[src/hdl/uedf_pkg.sv]
package uedf_pkg;

  // field widths
  localparam int unsigned ChW     = 2;
  localparam int unsigned OvfW    = 6;
  localparam int unsigned CntW    = 16;
  localparam int unsigned TotalW  = OvfW + CntW;   // overflow:count ticks
  localparam int unsigned ProdW   = TotalW + 5;    // ticks * 17
  localparam int unsigned DistW   = 17;
  localparam int unsigned ByteW   = 8;
  localparam int unsigned ThouW   = 7;             // distance / 1000, up to 71
  localparam int unsigned DigW    = 4;

  // reciprocal of 1000 for the ticks * 17 product, exact below 2^27
  localparam int unsigned DistRecipW  = 28;
  localparam logic [DistRecipW-1:0] DistRecip = 28'd137438954;
  localparam int unsigned DistShift   = 37;
  localparam int unsigned DistMulW    = ProdW + DistRecipW;

  // reciprocal of 1000 for a distance, exact below 2^17
  localparam int unsigned ThRecipW    = 18;
  localparam logic [ThRecipW-1:0] ThRecip = 18'd134218;
  localparam int unsigned ThShift     = 27;
  localparam int unsigned ThMulW      = DistW + ThRecipW;

  // reciprocal of 100 for a remainder below 1000
  localparam int unsigned Rem1W       = 10;
  localparam logic [5:0] HuRecip      = 6'd41;
  localparam int unsigned HuShift     = 12;
  localparam int unsigned HuMulW      = 16;

  // reciprocal of 10 for a remainder below 100
  localparam int unsigned Rem2W       = 7;
  localparam logic [7:0] TeRecip      = 8'd205;
  localparam int unsigned TeShift     = 11;
  localparam int unsigned TeMulW      = 15;

  // configuration register indexes
  localparam int unsigned CfgIdxW = 1;
  localparam logic [CfgIdxW-1:0] RegHeader  = 1'b0;
  localparam logic [CfgIdxW-1:0] RegTrailer = 1'b1;

  localparam logic [ByteW-1:0] HeaderReset  = 8'h0b;
  localparam logic [ByteW-1:0] TrailerReset = 8'h0d;

  // decimal digits of one channel distance
  typedef struct packed {
    logic [ThouW-1:0] thou;
    logic [DigW-1:0]  hund;
    logic [DigW-1:0]  tens;
    logic [DigW-1:0]  ones;
  } digits_t;

endpackage

[src/hdl/uedf_frm_if.sv]
interface uedf_frm_if;
  logic                         valid;
  logic                         ready;
  logic [uedf_pkg::ByteW-1:0]   frame_byte;
  logic                         last_byte;

  modport source (output valid, frame_byte, last_byte, input ready);
  modport sink   (input valid, frame_byte, last_byte, output ready);
endinterface

[src/hdl/uedf_emit.sv]
module uedf_emit #(
  parameter int unsigned NUM_CHANNELS = 3
) (
  input  logic                        clk_i,
  input  logic                        rst_ni,
  input  logic                        load_i,
  input  uedf_pkg::digits_t           snap_i [NUM_CHANNELS],
  input  logic [uedf_pkg::ByteW-1:0]  header_i,
  input  logic [uedf_pkg::ByteW-1:0]  trailer_i,
  output logic                        busy_o,
  uedf_frm_if.source                  frame
);

  localparam int unsigned FrameLen = 2 + 4 * NUM_CHANNELS;
  localparam int unsigned IdxW     = $clog2(FrameLen);
  localparam int unsigned SelW     = (NUM_CHANNELS > 1) ? $clog2(NUM_CHANNELS) : 1;
  localparam logic [IdxW-1:0] LastIdx = IdxW'(FrameLen - 1);

  logic                        busy_q;
  logic [IdxW-1:0]             idx_q;
  uedf_pkg::digits_t           snap_q [NUM_CHANNELS];
  logic                        out_vld_q;
  logic [uedf_pkg::ByteW-1:0]  out_byte_q, out_byte_d;
  logic                        out_last_q;

  logic                        out_free;
  logic [IdxW-1:0]             dig_idx;
  logic [SelW-1:0]             sel_ch;
  uedf_pkg::digits_t           sel_dig;

  assign out_free = !out_vld_q || frame.ready;

  // byte select: header, four digits per channel, trailer
  assign dig_idx = idx_q - IdxW'(1);
  assign sel_ch  = SelW'(dig_idx >> 2);
  assign sel_dig = snap_q[sel_ch];

  always_comb begin
    if (idx_q == '0) begin
      out_byte_d = header_i;
    end else if (idx_q == LastIdx) begin
      out_byte_d = trailer_i;
    end else begin
      case (dig_idx[1:0])
        2'd0:    out_byte_d = uedf_pkg::ByteW'(sel_dig.thou);
        2'd1:    out_byte_d = uedf_pkg::ByteW'(sel_dig.hund);
        2'd2:    out_byte_d = uedf_pkg::ByteW'(sel_dig.tens);
        default: out_byte_d = uedf_pkg::ByteW'(sel_dig.ones);
      endcase
    end
  end

  // sequencer and output valid
  always_ff @(posedge clk_i or negedge rst_ni) begin
    if (!rst_ni) begin
      busy_q    <= 1'b0;
      idx_q     <= '0;
      out_vld_q <= 1'b0;
    end else begin
      if (out_free) begin
        out_vld_q <= busy_q;
      end
      if (load_i) begin
        busy_q <= 1'b1;
        idx_q  <= '0;
      end else if (busy_q && out_free) begin
        idx_q <= idx_q + IdxW'(1);
        if (idx_q == LastIdx) begin
          busy_q <= 1'b0;
        end
      end
    end
  end

  // frame snapshot and output payload
  always_ff @(posedge clk_i) begin
    if (load_i) begin
      snap_q <= snap_i;
    end
    if (out_free && busy_q) begin
      out_byte_q <= out_byte_d;
      out_last_q <= (idx_q == LastIdx);
    end
  end

  assign busy_o           = busy_q;
  assign frame.valid      = out_vld_q;
  assign frame.frame_byte = out_byte_q;
  assign frame.last_byte  = out_last_q;

endmodule

[src/flat_wrapper.sv]
// flat-port wrapper written by rule: the top's interface ports become plain ports
module uedf_emit_flat 
#(
  parameter int unsigned NUM_CHANNELS = 3
)
  (clk_i, rst_ni, load_i, snap_i, header_i, trailer_i, busy_o, frame_valid, frame_frame_byte, frame_last_byte, frame_ready);
  uedf_frm_if frame_i ();
  input  logic clk_i;
  input  logic rst_ni;
  input  logic load_i;
  input  uedf_pkg::digits_t snap_i[NUM_CHANNELS];
  input  logic [uedf_pkg::ByteW-1:0] header_i;
  input  logic [uedf_pkg::ByteW-1:0] trailer_i;
  output logic busy_o;
  output wire logic [$bits(frame_i.valid)-1:0] frame_valid;
  output wire logic [$bits(frame_i.frame_byte)-1:0] frame_frame_byte;
  output wire logic [$bits(frame_i.last_byte)-1:0] frame_last_byte;
  input wire logic [$bits(frame_i.ready)-1:0] frame_ready;
  assign frame_valid = frame_i.valid;
  assign frame_frame_byte = frame_i.frame_byte;
  assign frame_last_byte = frame_i.last_byte;
  assign frame_i.ready = frame_ready;
  uedf_emit #(.NUM_CHANNELS(NUM_CHANNELS)) u_core (.clk_i(clk_i), .rst_ni(rst_ni), .load_i(load_i), .snap_i(snap_i), .header_i(header_i), .trailer_i(trailer_i), .busy_o(busy_o), .frame(frame_i));
endmodule
[config.mk]
export PLATFORM = sky130hd
export DESIGN_NAME = uedf_emit_flat
export DESIGN_NICKNAME = d
export VERILOG_FILES = /design/src/hdl/uedf_pkg.sv /design/src/hdl/uedf_frm_if.sv /design/src/hdl/uedf_emit.sv /design/src/flat_wrapper.sv
export SDC_FILE = /design/constraint.sdc
export NUM_CORES = 1
export LEC_CHECK = 0
export BUFFER_PORTS_ARGS = -buffer_cell sky130_fd_sc_hd__buf_2
export CAP_MARGIN = 20
export CORE_MARGIN = 3
export CORE_UTILIZATION = 46
export DETAILED_ROUTE_END_ITERATION = 7
export PLACE_DENSITY = 0.74
export SETUP_SLACK_MARGIN = 0.3
export SYNTH_ARGS = -nofsm -noshare
export SYNTH_HDL_FRONTEND = slang
export SYNTH_SLANG_ARGS = --single-unit
export TNS_END_PERCENT = 10
[constraint.sdc]
create_clock -name clk_i -period 2.3 [get_ports clk_i]
set_clock_uncertainty 0.2 [all_clocks]
set_input_delay 0.46 -clock clk_i [delete_from_list [all_inputs] [get_ports clk_i]]
set_output_delay 0.46 -clock clk_i [all_outputs]
set_load 0.01 [all_outputs]
=== Yosys cells after proc, flatten, opt, wreduce, memory -nomap -nowiden ===
Cells that the tools add are included.
Widths: inputs -> output; s select.

* Register bits: 72
* Word-level logic and storage cells: 43

* Order comparisons: 1
* Multiplexer cells: 11
* Equal/unequal tests: 3
* $add $sub $neg: 2
* Reductions and logical operators: 8
* Bitwise operators: 1

{| class="wikitable"
|+ Operators by type and width
! kind !! number
|-
| $bmux 19 s2 || 1
|-
| $mux 19 || 2
|-
| $pmux 7 s3 || 1
|-
| $mux 8 || 2
|-
| $mux 4 || 2
|-
| $add 4x1->4 const B || 1
|-
| $eq 4x4->1 const B || 1
|-
| $logic_not 4->1 || 1
|-
| $reduce_bool 2->1 || 2
|-
| $sub 4x1->4 const B || 1
|-
| $ge 3x3->1 const B || 1
|-
| $mux 1 || 3
|-
| $not 2->3 || 1
|-
| $eq 2x1->1 const B || 1
|-
| $eq 2x2->1 const B || 1
|-
| $logic_not 2->1 || 1
|-
| $reduce_and 2->1 || 1
|-
| $logic_and 1x1->1 || 1
|-
| $logic_not 1->1 || 1
|-
| $logic_or 1x1->1 || 1
|}

=== Longest topological paths before layout ===
* Depth after elaboration: 8
* Mapped depth: 8

=== Worst setup path before layout ===
No wires, ideal clock.

* Kind: register to register
* Start: reg u_core.idx_q[0]
* End: reg u_core.out_byte_q, in the netlist u_core.frame.frame_byte[1] (data pin)
* Buffers on the path: 1
* Required time: 1833 ps
* Setup time: 267 ps
* Cell stages (with the launch flop): 9
* Data arrival time: 1833 ps
* Setup slack: 1 ps
* Cells stage by stage: dfrtp_1 -> inv_1 -> ha_1 -> buf_2 -> xnor2_2 -> mux2i_1 -> mux2i_1 -> a221oi_2 -> a211oi_1

* Longest elaborated chain between the ends: 8

{| class="wikitable"
|+ RTL lines
! what !! RTL line !! source
|-
| start: declaration || uedf_emit.sv:20 || <nowiki>logic [IdxW-1:0] idx_q;</nowiki>
|-
| start signal: assignment || uedf_emit.sv:67 || <nowiki>idx_q <= idx_q + IdxW'(1);</nowiki>
|-
| $sub 4x1->4 || uedf_emit.sv:34 || <nowiki>assign dig_idx = idx_q - IdxW'(1);</nowiki>
|-
| $not 2->3 (implied by the code) || uedf_emit.sv:36 || <nowiki>assign sel_dig = snap_q[sel_ch];</nowiki>
|-
| $bmux 19 s2 || uedf_emit.sv:36 ||
|-
| $mux 19 (implied by the code) (2 in series) || uedf_emit.sv:36 ||
|-
| $pmux 7 s3 || uedf_emit.sv:44 || <nowiki>case (dig_idx[1:0])</nowiki>
|-
| $mux 8 || uedf_emit.sv:41 || <nowiki>end else if (idx_q == LastIdx) begin</nowiki>
|-
| $mux 8 (*) || uedf_emit.sv:39 || <nowiki>if (idx_q == '0) begin</nowiki>
|-
| named net u_core.out_byte_d, one bit || uedf_emit.sv:23 || <nowiki>logic [uedf_pkg::ByteW-1:0] out_byte_q, out_byte_d;</nowiki>
|-
| end signal: assignment || uedf_emit.sv:81 || <nowiki>out_byte_q <= out_byte_d;</nowiki>
|-
| end: declaration || uedf_emit.sv:23 ||
|}

Mark *: on every way through the listed nets, which the timed path passes. The rest lies on a longest branch. The select of a mux whose other input is x is not followed.
A chain may end at the register's enable or synchronous reset.

=== Worst setup path after layout ===
* Start: reg u_core.idx_q[1]
* End: reg u_core.out_byte_q, in the netlist u_core.frame.frame_byte[1] (data pin)

The elaborated chain is that of the path after synthesis.

==> results.txt <==
total CTS buffers = 9
DRC violations left = 0
clock-pin slew on the worst setup and hold paths = 0.09 ns
vias = 2064
leading cell type in the layout, fill and taps excluded = buf_2
Slew HR = 68.0%
post-synthesis mux area share = 4.96%
syn avg cell area = 15.4 um2
complex-gate fraction of the synthesized area = 12.3%
final worst path period share = 94.9%
crit path capture type = flop
Final Hold Viols = 0
Via density = 5.39
post-route cell area = 3960 um2
Core Util, Final = 62.0%
WHS = 0.0672 ns
Hold Path Class = in -> reg
H-tree depth = 3
Final #Nets = 382
Seq pwr share = 51.8%
Synth Warn # = 0
Leak = 1.56 nW
Internal = 2.29 mW
Synth Area in Simple Gates = 6.52%
Root Buffer = clkbuf_8
library cells used by synthesis = 46
Final min period = 2.18 ns
worst path required time = 2.20 ns
Post-DP Area = 3650 um2
clock power share = 33.3%
Yosys reg bits = 72
net count after synthesis = 279
routed wire length = 6.50 mm
die span in y = 87.4 um
cells after synthesis = 198
CTS tree = yes
routability cong. = 0.881
core area = 6390 um2
PnR Total Power = 3.07 mW
setup ws final = 0.117 ns
PD cells = 774 nW/um2
Hold Path Stages = 1
maximum vdd drop = 0.568 mV
fmax = 458 MHz
Slew @ Worst Pin = 0.480 ns
Clock Latency Late Sink = 0.36 ns
Arrival @ worst endpoint = 2.09 ns
RSZ-0062 raised after global routing = yes
sw power = 776 uW
Slew Limit Fails = 0
DRT antenna net count = 0
gr usage total = 18.7%
ys flop type = edfxtp_1
most frequent cells in the layout = buf_2 (87), edfxtp_1 (66), nand2_1 (12)
largest net degree at the start of global routing = 63
grt total ovfl = 0
Max-cap violations = 0
fillcell total = 506
Crit Path Max Fanout = 8
first-pass GRT wire length = 10.3 mm
# IOs = 88
num rows = 29
status = complete, no violations
Pre-Repair DR Iteration Count = 4
Post-synth ARST share = 8.33%
Die W = 87.4 um
die area = 7640 um2
nature of the critical path startpoint = flop
register area share after synthesis = 69.9%
Synth Cell Area = 3050 um2
largest family of logic cells by synthesized area = compound AO/OA/AOI/OAI gates
initial drt markers = 109
final setup vio count = 0
Starting Density = 47.8%
IO buf count = 87
cells on worst reg2reg path = 6
number of global-route vias before repair = 2068
clk sinks = 72
n_diodes = 0
average wire per standard cell = 17.0 um
Syn-to-layout area delta = 29.9%
Bufs on Longest Clock Path = 2
post-DP HPWL = 4.56 mm
combinational share of power = 14.9%
Switching Share = 25.3%
EDFF count, synth = 66
Synth Area in XOR/XNOR = 1.93%
proportion of layout cells with a drive suffix above 1 = 48.4%
Placement Setup Slack = -0.0449 ns
Adder-Cell Fraction of Synth Area = 1.64%
antenna violations before repair = 0
WS Path Type = reg -> reg
## cell type report
type                            instances  area (um2)  area share (%)
Inverter                                4        15.0           0.379
Timing Repair Buffer                  103         598            15.1
Clock inverter                          7        80.1            2.02
Multi-Input combinational cell        111         913            23.1
Tap cell                               77        96.3            2.43
Sequential cell                        72        2130            53.9
Clock buffer                            9         124            3.13
## logic make-up (layout without fill, tap and decap cells)
kind of cell             after synthesis  in the layout
AND/OR/NAND/NOR                       39             39
AO/OA/AOI/OAI                         49             49
buffers and inverters                 15            123
XOR/XNOR                               5              5
multiplexers                          14             14
adder cells (fa/ha/maj)                4              4
flip-flops                            72             72
## path summary, 6_finish.rpt
check                                start                    endpoint  slack, ns
max                        u_core.idx_q[1]  u_core.frame.frame_byte[1]       0.12
min                              snap_i[7]            u_core.snap_q[7]       0.07
max reg2reg                u_core.idx_q[1]  u_core.frame.frame_byte[1]       0.12
min reg2reg                  u_core.busy_o          u_core.frame.valid       0.31
max in group asynchronous           rst_ni             u_core.idx_q[1]       1.49
min in group asynchronous           rst_ni             u_core.idx_q[0]       0.24
## worst max-delay path: stages (launching register included)
cell and delay (ns):
dfrtp_2 0.48, nor3_4 0.29, xnor2_4 0.18, buf_6 0.17, a311o_1 0.32, a221oi_2 0.18, a211oi_1 0.10
## cell usage after synthesis, types with 2 or more instances
cell	count	area (um2)
edfxtp_1	66	1980
nand2_1	12	45.0
nor2_1	11	41.3
mux2_2	9	101
a22oi_1	7	52.6
dfrtp_1	6	150
a21oi_1	5	25.0
mux2i_1	5	50.1
o211ai_1	5	37.5
a22o_1	4	35.0
and2_1	4	25.0
buf_2	4	20.0
ha_1	4	50.1
o21ai_1	4	20.0
a211oi_1	3	22.5
a221oi_1	3	26.3
buf_6	3	33.8
clkbuf_1	3	11.3
inv_1	3	11.3
a221oi_2	2	30.0
a311o_1	2	20.0
a32oi_1	2	17.5
nand2b_1	2	12.5
nor2b_1	2	12.5
nor3_1	2	10.0
o21ai_0	2	10.0
o22ai_1	2	12.5
xnor2_2	2	32.5
xor2_1	2	17.5
## power by group through the flow
stage / Sequential, mW / Clock (mW) / Combinational (mW)
after floorplan: 1.61 / 0 / 0.234
after global placement: 1.62 / 0 / 0.391
after detailed placement: 1.62 / 0 / 0.401
after CTS: 1.59 / 1.05 / 0.458
after global routing: 1.60 / 1.11 / 0.500
final: 1.59 / 1.02 / 0.456
## state kept, by name (all words and copies together) (netlist names)
| signal | count |
|---|---|
| u_core.busy_o | 1 |
| u_core.snap_q | 57 |
| u_core.idx_q | 4 |
| u_core.frame.frame_byte | 8 |
| u_core.frame.valid | 1 |
| u_core.frame.last_byte | 1 |
## stage by stage
| stage | TNS [ns] | std cells |
|---|---|---|
| 2_1_floorplan | 0 | 198 |
| 3_3_place_gp | -0.000285 | 362 |
| 3_5_place_dp | -0.0449 | 362 |
| 4_1_cts | 0 | 383 |
| 5_1_grt | 0 | 383 |
| 6_report | 0 | 383 |
## repair_timing
| action | CTS | global route |
|---|---|---|
| endpoints found under the hold margin | 6 | 0 |
| endpoints found under the setup margin | 7 | 7 |
| hold buffers | 1 | 0 |
| gates resized for setup | 14 | 2 |
| buffers inserted | 4 | 0 |
| pin swaps | 5 | 5 |
## routing by layer
metal  vias to the layer above  wire, um  global-route usage, %
met5                         -         0                      0
met4                         0       155                   8.37
met3                        14       541                   6.43
met2                        86      3090                   29.5
met1                       974      2720                   23.4
li1                        990         -                      -
(Power assumes the default switching activity.)
